### src/lfu_pkg.sv
// ----------------------------------------------------------------------------
// lfu_pkg
// Shared types and constants for the LFU page replacement unit.
// ----------------------------------------------------------------------------
package lfu_pkg;

  localparam int unsigned NUM_FRAMES = 16;
  localparam int unsigned IDX_W      = (NUM_FRAMES > 1) ? $clog2(NUM_FRAMES) : 1;
  localparam int unsigned CNT_W      = $clog2(NUM_FRAMES + 1);
  localparam int unsigned PAGE_W     = 16;
  localparam int unsigned USE_W      = 16;
  localparam int unsigned STAMP_W    = 32;
  localparam int unsigned FAULT_W    = 32;
  localparam int unsigned CFG_W      = 5;
  localparam int unsigned SLOT_W     = 4;
  localparam int unsigned CFG_RESET  = 16;

  typedef enum logic [2:0] {
    ST_IDLE,
    ST_LOOKUP,
    ST_SCAN,
    ST_UPDATE,
    ST_FINISH
  } lfu_state_e;

  typedef enum logic [1:0] {
    WR_NONE,
    WR_INC,
    WR_LOAD
  } lfu_wr_op_e;

  typedef struct packed {
    lfu_wr_op_e           op;
    logic [IDX_W-1:0]     idx;
    logic [PAGE_W-1:0]    page;
    logic [STAMP_W-1:0]   stamp;
  } lfu_wr_t;

  typedef struct packed {
    logic                 valid;
    logic [PAGE_W-1:0]    page;
    logic [USE_W-1:0]     count;
    logic [STAMP_W-1:0]   stamp;
  } lfu_entry_t;

endpackage

### src/lfu_frame_store.sv
// ----------------------------------------------------------------------------
// lfu_frame_store
// Frame table: resident page, valid bit, use count and load stamp per frame.
// One read index and one write command per cycle.
// ----------------------------------------------------------------------------
module lfu_frame_store (
  input  logic                        clk_i,
  input  logic                        rst_ni,
  input  logic [lfu_pkg::IDX_W-1:0]   rd_idx_i,
  output lfu_pkg::lfu_entry_t         rd_o,
  input  lfu_pkg::lfu_wr_t            wr_i
);
  import lfu_pkg::*;

  logic [PAGE_W-1:0]  page_q  [NUM_FRAMES];
  logic [USE_W-1:0]   count_q [NUM_FRAMES];
  logic [STAMP_W-1:0] stamp_q [NUM_FRAMES];
  logic [NUM_FRAMES-1:0] valid_q;

  logic [USE_W-1:0] wr_count;

  assign wr_count = count_q[wr_i.idx];

  always_ff @(posedge clk_i or negedge rst_ni) begin
    if (!rst_ni) begin
      valid_q <= '0;
    end else if (wr_i.op == WR_LOAD) begin
      valid_q[wr_i.idx] <= 1'b1;
    end
  end

  always_ff @(posedge clk_i) begin
    case (wr_i.op)
      WR_LOAD: begin
        page_q[wr_i.idx]  <= wr_i.page;
        count_q[wr_i.idx] <= USE_W'(1);
        stamp_q[wr_i.idx] <= wr_i.stamp;
      end
      WR_INC: begin
        if (wr_count != '1) begin
          count_q[wr_i.idx] <= wr_count + USE_W'(1);
        end
      end
      default: ;
    endcase
  end

  always_comb begin
    rd_o.valid = valid_q[rd_idx_i];
    rd_o.page  = page_q[rd_idx_i];
    rd_o.count = valid_q[rd_idx_i] ? count_q[rd_idx_i] : '0;
    rd_o.stamp = stamp_q[rd_idx_i];
  end

endmodule

### src/lfu_seq.sv
// ----------------------------------------------------------------------------
// lfu_seq
// Sequencer: serial lookup, serial victim scan with one shared compare,
// table update, counters and the output register.
// ----------------------------------------------------------------------------
module lfu_seq (
  input  logic                          clk_i,
  input  logic                          rst_ni,
  input  logic                          cfg_valid_i,
  output logic                          cfg_ready_o,
  input  logic [lfu_pkg::CFG_W-1:0]     cfg_data_i,
  input  logic                          in_valid_i,
  output logic                          in_ready_o,
  input  logic [lfu_pkg::PAGE_W-1:0]    page_number_i,
  output logic                          out_valid_o,
  input  logic                          out_ready_i,
  output logic                          hit_o,
  output logic [lfu_pkg::SLOT_W-1:0]    frame_slot_o,
  output logic                          evicted_valid_o,
  output logic [lfu_pkg::PAGE_W-1:0]    evicted_page_o,
  output logic [lfu_pkg::FAULT_W-1:0]   fault_total_o,
  output logic [lfu_pkg::IDX_W-1:0]     rd_idx_o,
  input  lfu_pkg::lfu_entry_t           rd_i,
  output lfu_pkg::lfu_wr_t              wr_o
);
  import lfu_pkg::*;

  lfu_state_e           state_q, state_d;
  logic [IDX_W-1:0]     idx_q, idx_d;
  logic [PAGE_W-1:0]    page_q, page_d;
  logic                 hit_q, hit_d;
  logic                 ev_valid_q, ev_valid_d;
  logic [PAGE_W-1:0]    ev_page_q, ev_page_d;
  logic [IDX_W-1:0]     best_idx_q, best_idx_d;
  logic [USE_W-1:0]     best_cnt_q, best_cnt_d;
  logic [STAMP_W-1:0]   best_stamp_q, best_stamp_d;
  logic [CNT_W-1:0]     fill_q, fill_d;
  logic [STAMP_W-1:0]   ref_q, ref_d;
  logic [FAULT_W-1:0]   fault_q, fault_d;
  logic [CFG_W-1:0]     cfg_q, cfg_d;

  logic                 out_valid_q, out_valid_d;
  logic                 out_hit_q, out_hit_d;
  logic [SLOT_W-1:0]    out_slot_q, out_slot_d;
  logic                 out_ev_valid_q, out_ev_valid_d;
  logic [PAGE_W-1:0]    out_ev_page_q, out_ev_page_d;
  logic [FAULT_W-1:0]   out_fault_q, out_fault_d;

  logic [CNT_W-1:0]     n_act;
  logic [IDX_W-1:0]     last_idx;
  logic                 better;

  always_comb begin
    if (cfg_q == '0) begin
      n_act = CNT_W'(1);
    end else if (32'(cfg_q) > NUM_FRAMES) begin
      n_act = CNT_W'(NUM_FRAMES);
    end else begin
      n_act = CNT_W'(cfg_q);
    end
  end

  assign last_idx = IDX_W'(n_act - CNT_W'(1));

  assign better = (idx_q == '0) || (rd_i.count < best_cnt_q) ||
                  ((rd_i.count == best_cnt_q) && (rd_i.stamp < best_stamp_q));

  assign cfg_ready_o = 1'b1;
  assign in_ready_o  = (state_q == ST_IDLE);
  assign rd_idx_o    = idx_q;

  always_comb begin
    state_d        = state_q;
    idx_d          = idx_q;
    page_d         = page_q;
    hit_d          = hit_q;
    ev_valid_d     = ev_valid_q;
    ev_page_d      = ev_page_q;
    best_idx_d     = best_idx_q;
    best_cnt_d     = best_cnt_q;
    best_stamp_d   = best_stamp_q;
    fill_d         = fill_q;
    ref_d          = ref_q;
    fault_d        = fault_q;
    cfg_d          = (cfg_valid_i && cfg_ready_o) ? cfg_data_i : cfg_q;
    out_valid_d    = out_valid_q && !out_ready_i;
    out_hit_d      = out_hit_q;
    out_slot_d     = out_slot_q;
    out_ev_valid_d = out_ev_valid_q;
    out_ev_page_d  = out_ev_page_q;
    out_fault_d    = out_fault_q;
    wr_o.op        = WR_NONE;
    wr_o.idx       = idx_q;
    wr_o.page      = page_q;
    wr_o.stamp     = ref_q;

    case (state_q)
      ST_IDLE: begin
        if (in_valid_i) begin
          page_d     = page_number_i;
          idx_d      = '0;
          hit_d      = 1'b0;
          ev_valid_d = 1'b0;
          ev_page_d  = '0;
          if (ref_q != '1) begin
            ref_d = ref_q + STAMP_W'(1);
          end
          state_d = ST_LOOKUP;
        end
      end
      ST_LOOKUP: begin
        if (rd_i.valid && (rd_i.page == page_q)) begin
          hit_d   = 1'b1;
          state_d = ST_UPDATE;
        end else if (idx_q == last_idx) begin
          if (fill_q < n_act) begin
            idx_d   = IDX_W'(fill_q);
            state_d = ST_UPDATE;
          end else begin
            idx_d   = '0;
            state_d = ST_SCAN;
          end
        end else begin
          idx_d = idx_q + IDX_W'(1);
        end
      end
      ST_SCAN: begin
        if (better) begin
          best_idx_d   = idx_q;
          best_cnt_d   = rd_i.count;
          best_stamp_d = rd_i.stamp;
          ev_valid_d   = rd_i.valid;
          ev_page_d    = rd_i.page;
        end
        if (idx_q == last_idx) begin
          idx_d   = better ? idx_q : best_idx_q;
          state_d = ST_UPDATE;
        end else begin
          idx_d = idx_q + IDX_W'(1);
        end
      end
      ST_UPDATE: begin
        if (hit_q) begin
          wr_o.op = WR_INC;
        end else begin
          wr_o.op = WR_LOAD;
          if (fault_q != '1) begin
            fault_d = fault_q + FAULT_W'(1);
          end
          if (fill_q < n_act) begin
            fill_d = fill_q + CNT_W'(1);
          end
        end
        state_d = ST_FINISH;
      end
      ST_FINISH: begin
        if (!out_valid_q || out_ready_i) begin
          out_valid_d    = 1'b1;
          out_hit_d      = hit_q;
          out_slot_d     = SLOT_W'(idx_q);
          out_ev_valid_d = ev_valid_q;
          out_ev_page_d  = ev_valid_q ? ev_page_q : '0;
          out_fault_d    = fault_q;
          state_d        = ST_IDLE;
        end
      end
      default: begin
        state_d = ST_IDLE;
      end
    endcase
  end

  always_ff @(posedge clk_i or negedge rst_ni) begin
    if (!rst_ni) begin
      state_q     <= ST_IDLE;
      fill_q      <= '0;
      ref_q       <= '0;
      fault_q     <= '0;
      cfg_q       <= CFG_W'(CFG_RESET);
      out_valid_q <= 1'b0;
    end else begin
      state_q     <= state_d;
      fill_q      <= fill_d;
      ref_q       <= ref_d;
      fault_q     <= fault_d;
      cfg_q       <= cfg_d;
      out_valid_q <= out_valid_d;
    end
  end

  always_ff @(posedge clk_i) begin
    idx_q          <= idx_d;
    page_q         <= page_d;
    hit_q          <= hit_d;
    ev_valid_q     <= ev_valid_d;
    ev_page_q      <= ev_page_d;
    best_idx_q     <= best_idx_d;
    best_cnt_q     <= best_cnt_d;
    best_stamp_q   <= best_stamp_d;
    out_hit_q      <= out_hit_d;
    out_slot_q     <= out_slot_d;
    out_ev_valid_q <= out_ev_valid_d;
    out_ev_page_q  <= out_ev_page_d;
    out_fault_q    <= out_fault_d;
  end

  assign out_valid_o     = out_valid_q;
  assign hit_o           = out_hit_q;
  assign frame_slot_o    = out_slot_q;
  assign evicted_valid_o = out_ev_valid_q;
  assign evicted_page_o  = out_ev_page_q;
  assign fault_total_o   = out_fault_q;

  // result parked in FINISH until the output register frees up
  a_finish_hold: assert property (@(posedge clk_i) disable iff (!rst_ni)
    (state_q == ST_FINISH) && out_valid_q && !out_ready_i |=> (state_q == ST_FINISH))
    else $error("finish state left while output register busy");

  a_fill_bound: assert property (@(posedge clk_i) disable iff (!rst_ni)
    32'(fill_q) <= NUM_FRAMES)
    else $error("fill pointer beyond frame count");

  a_lookup_range: assert property (@(posedge clk_i) disable iff (!rst_ni)
    (state_q == ST_LOOKUP) || (state_q == ST_SCAN) |-> idx_q <= last_idx)
    else $error("scan index beyond active frames");

  a_fault_count: assert property (@(posedge clk_i) disable iff (!rst_ni)
    (state_q == ST_UPDATE) && !hit_q |=> fault_q != '0)
    else $error("miss did not count a fault");

endmodule

### src/lfu_page_replacement_unit.sv
// ----------------------------------------------------------------------------
// lfu_page_replacement_unit
// LFU page replacement with first-loaded tie-break.
//
// Channels: cfg (valid/ready, always ready) writes frames_in_use (0 acts as 1,
// above the frame count acts as the frame count); write only while idle.
// in (valid/ready) transfers one page reference; out (valid/ready) transfers
// one result per reference: hit, frame slot, evicted page and fault total.
// A reference is looked up one frame per cycle, up to the hit or through all
// n active frames on a miss. A miss with all n frames full adds a victim scan,
// one frame per cycle through a single count/stamp compare. Acceptance comes
// first; the table update and then the load of the output register follow the
// lookup or scan, and the load waits while the earlier result is not yet taken.
// The frame table has one read port, which is why frames go one at a time.
// in_ready is high only while no reference is in work. A finished result
// waits in the output register; the next reference is accepted meanwhile,
// but its result stalls until the receiver takes the earlier one.
// Reset empties all frames, clears the counters and sets frames_in_use to 16.
// ----------------------------------------------------------------------------
module lfu_page_replacement_unit (
  input  logic                          clk_i,
  input  logic                          rst_ni,
  input  logic                          cfg_valid_i,
  output logic                          cfg_ready_o,
  input  logic [lfu_pkg::CFG_W-1:0]     cfg_data_i,
  input  logic                          in_valid_i,
  output logic                          in_ready_o,
  input  logic [lfu_pkg::PAGE_W-1:0]    page_number_i,
  output logic                          out_valid_o,
  input  logic                          out_ready_i,
  output logic                          hit_o,
  output logic [lfu_pkg::SLOT_W-1:0]    frame_slot_o,
  output logic                          evicted_valid_o,
  output logic [lfu_pkg::PAGE_W-1:0]    evicted_page_o,
  output logic [lfu_pkg::FAULT_W-1:0]   fault_total_o
);
  import lfu_pkg::*;

  logic [IDX_W-1:0] rd_idx;
  lfu_entry_t       rd_entry;
  lfu_wr_t          wr_cmd;

  lfu_seq u_seq (
    .clk_i           (clk_i),
    .rst_ni          (rst_ni),
    .cfg_valid_i     (cfg_valid_i),
    .cfg_ready_o     (cfg_ready_o),
    .cfg_data_i      (cfg_data_i),
    .in_valid_i      (in_valid_i),
    .in_ready_o      (in_ready_o),
    .page_number_i   (page_number_i),
    .out_valid_o     (out_valid_o),
    .out_ready_i     (out_ready_i),
    .hit_o           (hit_o),
    .frame_slot_o    (frame_slot_o),
    .evicted_valid_o (evicted_valid_o),
    .evicted_page_o  (evicted_page_o),
    .fault_total_o   (fault_total_o),
    .rd_idx_o        (rd_idx),
    .rd_i            (rd_entry),
    .wr_o            (wr_cmd)
  );

  lfu_frame_store u_store (
    .clk_i    (clk_i),
    .rst_ni   (rst_ni),
    .rd_idx_i (rd_idx),
    .rd_o     (rd_entry),
    .wr_i     (wr_cmd)
  );

endmodule

### config.mk
export PLATFORM = sky130hd
export DESIGN_NAME = lfu_page_replacement_unit
export DESIGN_NICKNAME = d
export VERILOG_FILES = /design/src/lfu_pkg.sv /design/src/lfu_frame_store.sv /design/src/lfu_seq.sv /design/src/lfu_page_replacement_unit.sv
export SDC_FILE = /design/constraint.sdc
export NUM_CORES = 1
export LEC_CHECK = 0
export ABC_CLOCK_PERIOD_IN_PS = 6850
export BUFFER_PORTS_ARGS = -buffer_cell sky130_fd_sc_hd__buf_4
export CORE_MARGIN = 4
export CORE_UTILIZATION = 40
export CTS_CLUSTER_DIAMETER = 60
export DETAILED_ROUTE_END_ITERATION = 12
export SETUP_SLACK_MARGIN = 0.1
export SYNTH_ARGS = -nofsm -noshare
export SYNTH_HDL_FRONTEND = slang
export SYNTH_SLANG_ARGS = --single-unit
### constraint.sdc
create_clock -name clk_i -period 6.85 [get_ports clk_i]
set_input_delay 1.37 -clock clk_i [delete_from_list [all_inputs] [get_ports clk_i]]
set_output_delay 1.37 -clock clk_i [all_outputs]
set_load 0.02 [all_outputs]
==> metrics, run 1 <==
post-synth top area cell=edfxtp_1; GR Util All Layers=0.180; M1 GR Usage=0.249; worst hold slack=0.466 ns; row count=between 100 and 150; Clock Tree Buf Depth=3; path depth of the worst reg2reg path=15; Max Transition Viols Final=0; initial antenna violation count=2; Compound-Gate Fraction of Synth Area=0.0191; CTS buffer count=about 140; Fmax=165 MHz; critical path class=flop to flop; main combinational cell family by area after synthesis=multiplexers; vias in the first global route=26,100; postcts setup bufs=0; data required time of the critical path=a little over 7 ns; Final Hold Vio Count=0; adder-cell share of the synthesized area=0.0148; port buffer count=about 80; H-tree Lvls=4; FF+latch count, synth=approximately 1,300; Crit-path slowest cell=edfxtp_1; endpoints failing setup=0; Cell variety after synth=81; Post-Syn Area=50,700 um2; via density per instance=5.63; worst slew pin tran=1.19 ns; antenna-violating nets left=0; Final Non-Filler Cells=between 4,000 and 5,000; Hold Path Class=flop to flop; Layout area overhead=14.0%; Crit Path Max Fanout=28; worst hold path cell count=1; synth top area cells=edfxtp_1 (69%), mux4_2 (12%), dfrtp_1 (4.6%); clock transition at the registers of the reported paths=0.06 ns; die width=364 um; largest net degree at the start of global routing=106; die area=132,000 um2; post-detailed-routing wire length=118,000 um; pwr dens=381 nW/um2; post-synthesis sequential area ratio=0.740; Core Box Area=126,000 um2; commonest non-fill, non-tap cell in the layout=edfxtp_1; max-cap violations=0; final cycle utilization of the critical path=0.885; critical-path cell list=mux4_2 -> a22oi_1 -> nand2_1 -> inv_1 -> nor2_1 -> ha_1 -> nand4_1 -> a311o_1 -> a2111oi_0 -> buf_4 -> o221ai_1 -> a41oi_2 -> nor2_1 -> nor2_4 -> buf_4; CTS tree=built; Post-synth top flop=edfxtp_1; Post-synth ARST share=0.0742; final setup TNS=0 ns; Post-synth EDFFs=1,168; normalized max-slew margin=0.207; Routed WL per cell=~27 um; Worst EP arrival=roughly 6.4 ns; Vias=25,100; cell count after synthesis=2,519; synthesized netlist net count=between 2,000 and 3,000; CTS Root Cell=clkbuf_16; gr busiest metal=met2; outcome=complete, no violations; worst-skew pair later-pin latency=between 0.7 and 0.8 ns; CP Launch Type=flop; GPL Wtd Cong=0.814; RSZ-0062 raised after global routing=no; DRT Pass-1 Iters=6; VDD IR max=between 200 and 250 uV; Fillers=10,400; clock skew=between 0.03 and 0.04 ns; met3 Resource Use GR=0.0335; first-pass GRT wire length=175,000 um; hold-fix buffers at CTS=0; Syn Area/Cell=just over 20 um2; nets@finish=2,782; Initial Util=0.403; mux share of post-synthesis cell area=0.144; post-synthesis simple-gate area fraction=0.0440; Die Span Y=364 um; met2 Use GR=0.290; I/O pin total=83; global route total overflow=0; area share of the largest cell type after synthesis=0.692; layout cells sized above 1=0.245; largest stage delay on the critical path=0.80 ns; detailed placer's ending HPWL=between 60,000 and 70,000 um; DRC violations left=0; most frequent cells in the layout=edfxtp_1 (1,168), mux4_2 (270), clkbuf_16 (141); Post-CTS Resized=0; Leak=around 19 nW; CTS Sinks=1,266; Post-Synth XOR/XNOR Area=0.0183; Antenna diodes=0; Period minus WS final=6.07 ns; Placed Cells incl. Taps=about 4,200; crit end category=flop; yosys warns=0; Initial DRC Count=2,735
## cells in the mapped netlist, types with 8 or more instances
cell / instances
a211oi_1: 20
a21o_1: 9
a21oi_1: 19
a22oi_1: 8
and2_1: 38
and3_1: 32
and4_1: 16
buf_1: 8
buf_2: 23
buf_6: 12
clkbuf_1: 43
dfrtp_1: 93
edfxtp_1: 1168
ha_1: 60
inv_1: 80
mux2_2: 16
mux2i_1: 40
mux4_1: 21
mux4_2: 270
nand2_1: 78
nand2b_1: 13
nand3_1: 62
nand4_1: 25
nor2_1: 73
nor2b_1: 16
nor3_1: 15
o21ai_0: 20
or2_2: 24
or3_1: 9
xnor2_1: 77
xor2_1: 29
## per-stage QoR
stage,utilization,setup slack (ns),cell area (um2),power [W]
CTS,0.459,0.753,57800,0.0222
global placement,0.424,0.893,53300,0.0148
finish,0.459,0.784,57800,0.0220
floorplan,-,0.196,50700,0.0135
global route,0.459,0.352,57800,0.0230
detailed placement,0.424,0.825,53300,0.0149
## worst max-delay path: cells and delay by family (launching register included)
kind | cells | cell delay, ns
compound gates | 5 | 1.59
simple gates | 5 | 1.21
buf+inv | 3 | 1.08
flops | 1 | 0.80
mux | 1 | 0.63
fa+ha+maj | 1 | 0.34
## flip-flops by register name, indices dropped and copies added (netlist names), 3 cells and up, named ones only
signal and cells:
u_seq.cfg_q 5, u_seq.ref_q 32, u_seq.page_q 16, u_seq.evicted_page_o 16, u_store.count_q 256, u_seq.best_cnt_q 16, u_store.valid_q 16, u_seq.rd_idx_o 4
u_store.page_q 256, u_seq.frame_slot_o 4, u_seq.best_stamp_q 32, u_seq.fault_total_o 32, u_store.stamp_q 512, u_seq.state_q 3, u_seq.fault_q 32, u_seq.best_idx_q 4
u_seq.fill_q 5, u_seq.ev_page_q 16
## metal layers
layer | share of wire | up-vias
li1 | - | 10600
met1 | 0.43 | 13400
met2 | 0.48 | 899
met3 | 0.066 | 213
met4 | 0.028 | 0
met5 | 0 | -
## logic make-up after synthesis
group | count (synthesis)
other cells | 1
simple gates | 417
fa+ha+maj | 60
buf+inv | 184
xor+xnor | 106
compound gates | 133
mux | 352
flops | 1266
## report_power, final
part / internal (W) / switching (W)
clock: 0.00431 / 0.00296
combinational: 0.00256 / 0.00293
sequential: 0.00889 / 0.000374
total: 0.0158 / 0.00627
## final cells by class
type	instances	area, um2	share of cell area
inverter	82	310	0.00537
tap	1650	2060	0.0357
clock buffer	190	3830	0.0664
clock inverter	58	628	0.0109
timing repair buffer	141	1120	0.0194
multi-input combinational	1069	12300	0.213
sequential	1266	37500	0.650
## path summary, 6_finish.rpt
| path | startpoint | endpoint | slack, ns |
|---|---|---|---|
| worst max-delay path | u_seq.rd_idx_o[0]$_DFFE_PP_ | u_seq.best_stamp_q[21]$_DFFE_PP_ | 0.78 |
| worst min-delay path | u_store.valid_q[8]$_DFFE_PN0P_ | u_store.valid_q[8]$_DFFE_PN0P_ | 0.47 |
| worst max register to register | u_seq.rd_idx_o[0]$_DFFE_PP_ | u_seq.best_stamp_q[21]$_DFFE_PP_ | 0.78 |
| worst min register to register | u_store.valid_q[8]$_DFFE_PN0P_ | u_store.valid_q[8]$_DFFE_PN0P_ | 0.47 |
| max in group asynchronous | rst_ni | u_store.valid_q[14]$_DFFE_PN0P_ | 4.96 |
| min in group asynchronous | rst_ni | u_seq.out_valid_o$_DFF_PN0_ | 0.62 |
(Power assumes the default switching activity.)
==> inputs of run 2 (changes only) <==
- ABC_CLOCK_PERIOD_IN_PS: 6850 -> 6800
- SLEW_MARGIN: default -> 0
- clock period: 6.85 -> 6.8 ns (I/O delays scaled with it)
==> metrics, run 2 (same netlist as run 1, synthesis figures left out) <==
Period minus WS final=approximately 6.4 ns; endpoints failing setup=0; pwr dens=between 300 and 400 nW/um2; fin worst setup slack=0.446 ns; post-detailed-routing wire length=117,000 um; die area=132,000 um2; detailed placer's ending HPWL=63,400 um; Die Span Y=364 um; worst-skew pair later-pin latency=0.73 ns; first-pass GRT wire length=between 150,000 and 200,000 um; Final Non-Filler Cells=4,457; Worst EP arrival=6.71 ns; Fillers=about 10,000; Sw Share=0.287; Initial DRC Count=between 2,000 and 3,000; Placement Setup Slack=0.343 ns; sequential power share=0.424; Crit-path slowest cell=edfxtp_1; CTS tree=built; DRC violations left=0; clock skew=roughly 0.026 ns; global route total overflow=0; Leak=19.2 nW; Antenna diodes=0; port buffer count=between 80 and 90; Placed Cells incl. Taps=4,208; CTS Sinks=1,266; initial antenna violation count=2; postcts setup bufs=0; Crit Path Max Fanout=28; Design Area, Final=around 58,000 um2; antenna-violating nets left=0; Routed WL per cell=26.4 um; RSZ-0062 raised after global routing=no; largest net degree at the start of global routing=approximately 110; vias in the first global route=25,900; die width=364 um; largest stage delay on the critical path=between 0.8 and 0.9 ns; final core area utilization=0.458; Layout area overhead=13.7%; Largest regs=u_store.stamp_q x512, u_store.count_q x256, u_store.page_q x256; commonest non-fill, non-tap cell in the layout=edfxtp_1; max-cap violations=0; crit end category=flop; max reg flops=512; nets@finish=2,781; most frequent cells in the layout=edfxtp_1 (1,168), mux4_2 (270), clkbuf_16 (139); via density per instance=approximately 5.6; final setup TNS=0 ns; Hold Path Class=flop to flop; Fmax=157 MHz; I/O pin total=83; Initial Util=0.403; Final Hold Vio Count=0; normalized max-slew margin=0.228; final cycle utilization of the critical path=0.934; Clk pwr share=0.324; clock transition at the registers of the reported paths=0.06 ns; CTS Root Cell=clkbuf_16; GR Util All Layers=0.178; layout cells sized above 1=0.242; Core Box Area=126,000 um2; NetSw=0.00631 W; DRT Pass-1 Iters=6; dpl cell area=53,300 um2; critical-path cell list=mux4_2 -> a22oi_1 -> nand2_1 -> inv_1 -> nor2_1 -> ha_1 -> nand4_1 -> a311o_1 -> a2111oi_1 -> buf_4 -> o221ai_1 -> a41oi_2 -> nor2_1 -> nor2_4 -> buf_4; VDD IR max=approximately 340 uV; data required time of the critical path=7.16 ns; Clock Tree Buf Depth=3; Max Transition Viols Final=0; outcome=complete, no violations; row count=130; Comb pwr share=0.251; worst slew pin tran=1.16 ns; H-tree Lvls=4; CP Launch Type=flop; CTS buffer count=135; Vias=25,000; GPL Wtd Cong=0.812; Int Power=0.0157 W; register bank with the most flops=u_store.stamp_q; critical path class=flop to flop
[run 2: metal layers]
| layer | vias to the layer above | part of all wire | global-route usage |
|---|---|---|---|
| li1 | 10600 | - | - |
| met1 | 13300 | 0.43 | 0.252 |
| met2 | 931 | 0.48 | 0.288 |
| met3 | 176 | 0.067 | 0.0295 |
| met4 | 0 | 0.021 | 0.0470 |
| met5 | - | 0 | 0 |
[run 2: what timing repair did]
action / in CTS / in global routing
hold buffers: 0 / 0
resized for setup: 0 / 1
setup endpoints to repair: 0 / 28
[run 2: area by class of cell]
type	count	area [um2]	area share
Clock buffer	182	3690	0.0640
Clock inverter	67	628	0.0109
Inverter	82	310	0.00539
Multi-Input combinational cell	1069	12300	0.213
Sequential cell	1266	37500	0.651
Tap cell	1650	2060	0.0358
Timing Repair Buffer	141	1120	0.0195
[run 2: worst paths after layout]
path                                            startpoint                               end  slack, ns  cells past startpoint
max                            u_seq.rd_idx_o[0]$_DFFE_PP_  u_seq.best_stamp_q[27]$_DFFE_PP_       0.45                     15
min                        u_store.valid_q[12]$_DFFE_PN0P_   u_store.valid_q[12]$_DFFE_PN0P_       0.47                      1
max in group asynchronous                           rst_ni       u_seq.fill_q[1]$_DFFE_PN0P_       4.92                      2
min in group asynchronous                           rst_ni      u_seq.fault_q[5]$_DFFE_PN0P_       0.62                      1
min reg2reg                u_store.valid_q[12]$_DFFE_PN0P_   u_store.valid_q[12]$_DFFE_PN0P_       0.47                      1
max reg2reg                    u_seq.rd_idx_o[0]$_DFFE_PP_  u_seq.best_stamp_q[27]$_DFFE_PP_       0.45                     15
[run 2: power groups by stage]
stage	clock network [W]	logic, W	registers, W
floorplan	0	0.00435	0.00925
global placement	0	0.00547	0.00946
detailed placement	0	0.00555	0.00949
CTS	0.00729	0.00557	0.00933
global route	0.00762	0.00593	0.00936
finish	0.00713	0.00553	0.00933
[run 2: worst max-delay path: cells and delay by family (launching register included)]
family                   cells  cell delay, ns
buffers and inverters        3            1.07
adder cells (fa/ha/maj)      1            0.34
multiplexers                 1            0.63
AO/OA/AOI/OAI                5            1.84
flip-flops                   1            0.81
AND/OR/NAND/NOR              5            1.25
[run 2: metrics by stage]
stage	power, W	hold slack (ns)
floorplan	0.0136	0.428
global placement	0.0149	0.446
detailed placement	0.0150	0.450
CTS	0.0222	0.465
global route	0.0229	0.479
finish	0.0220	0.468
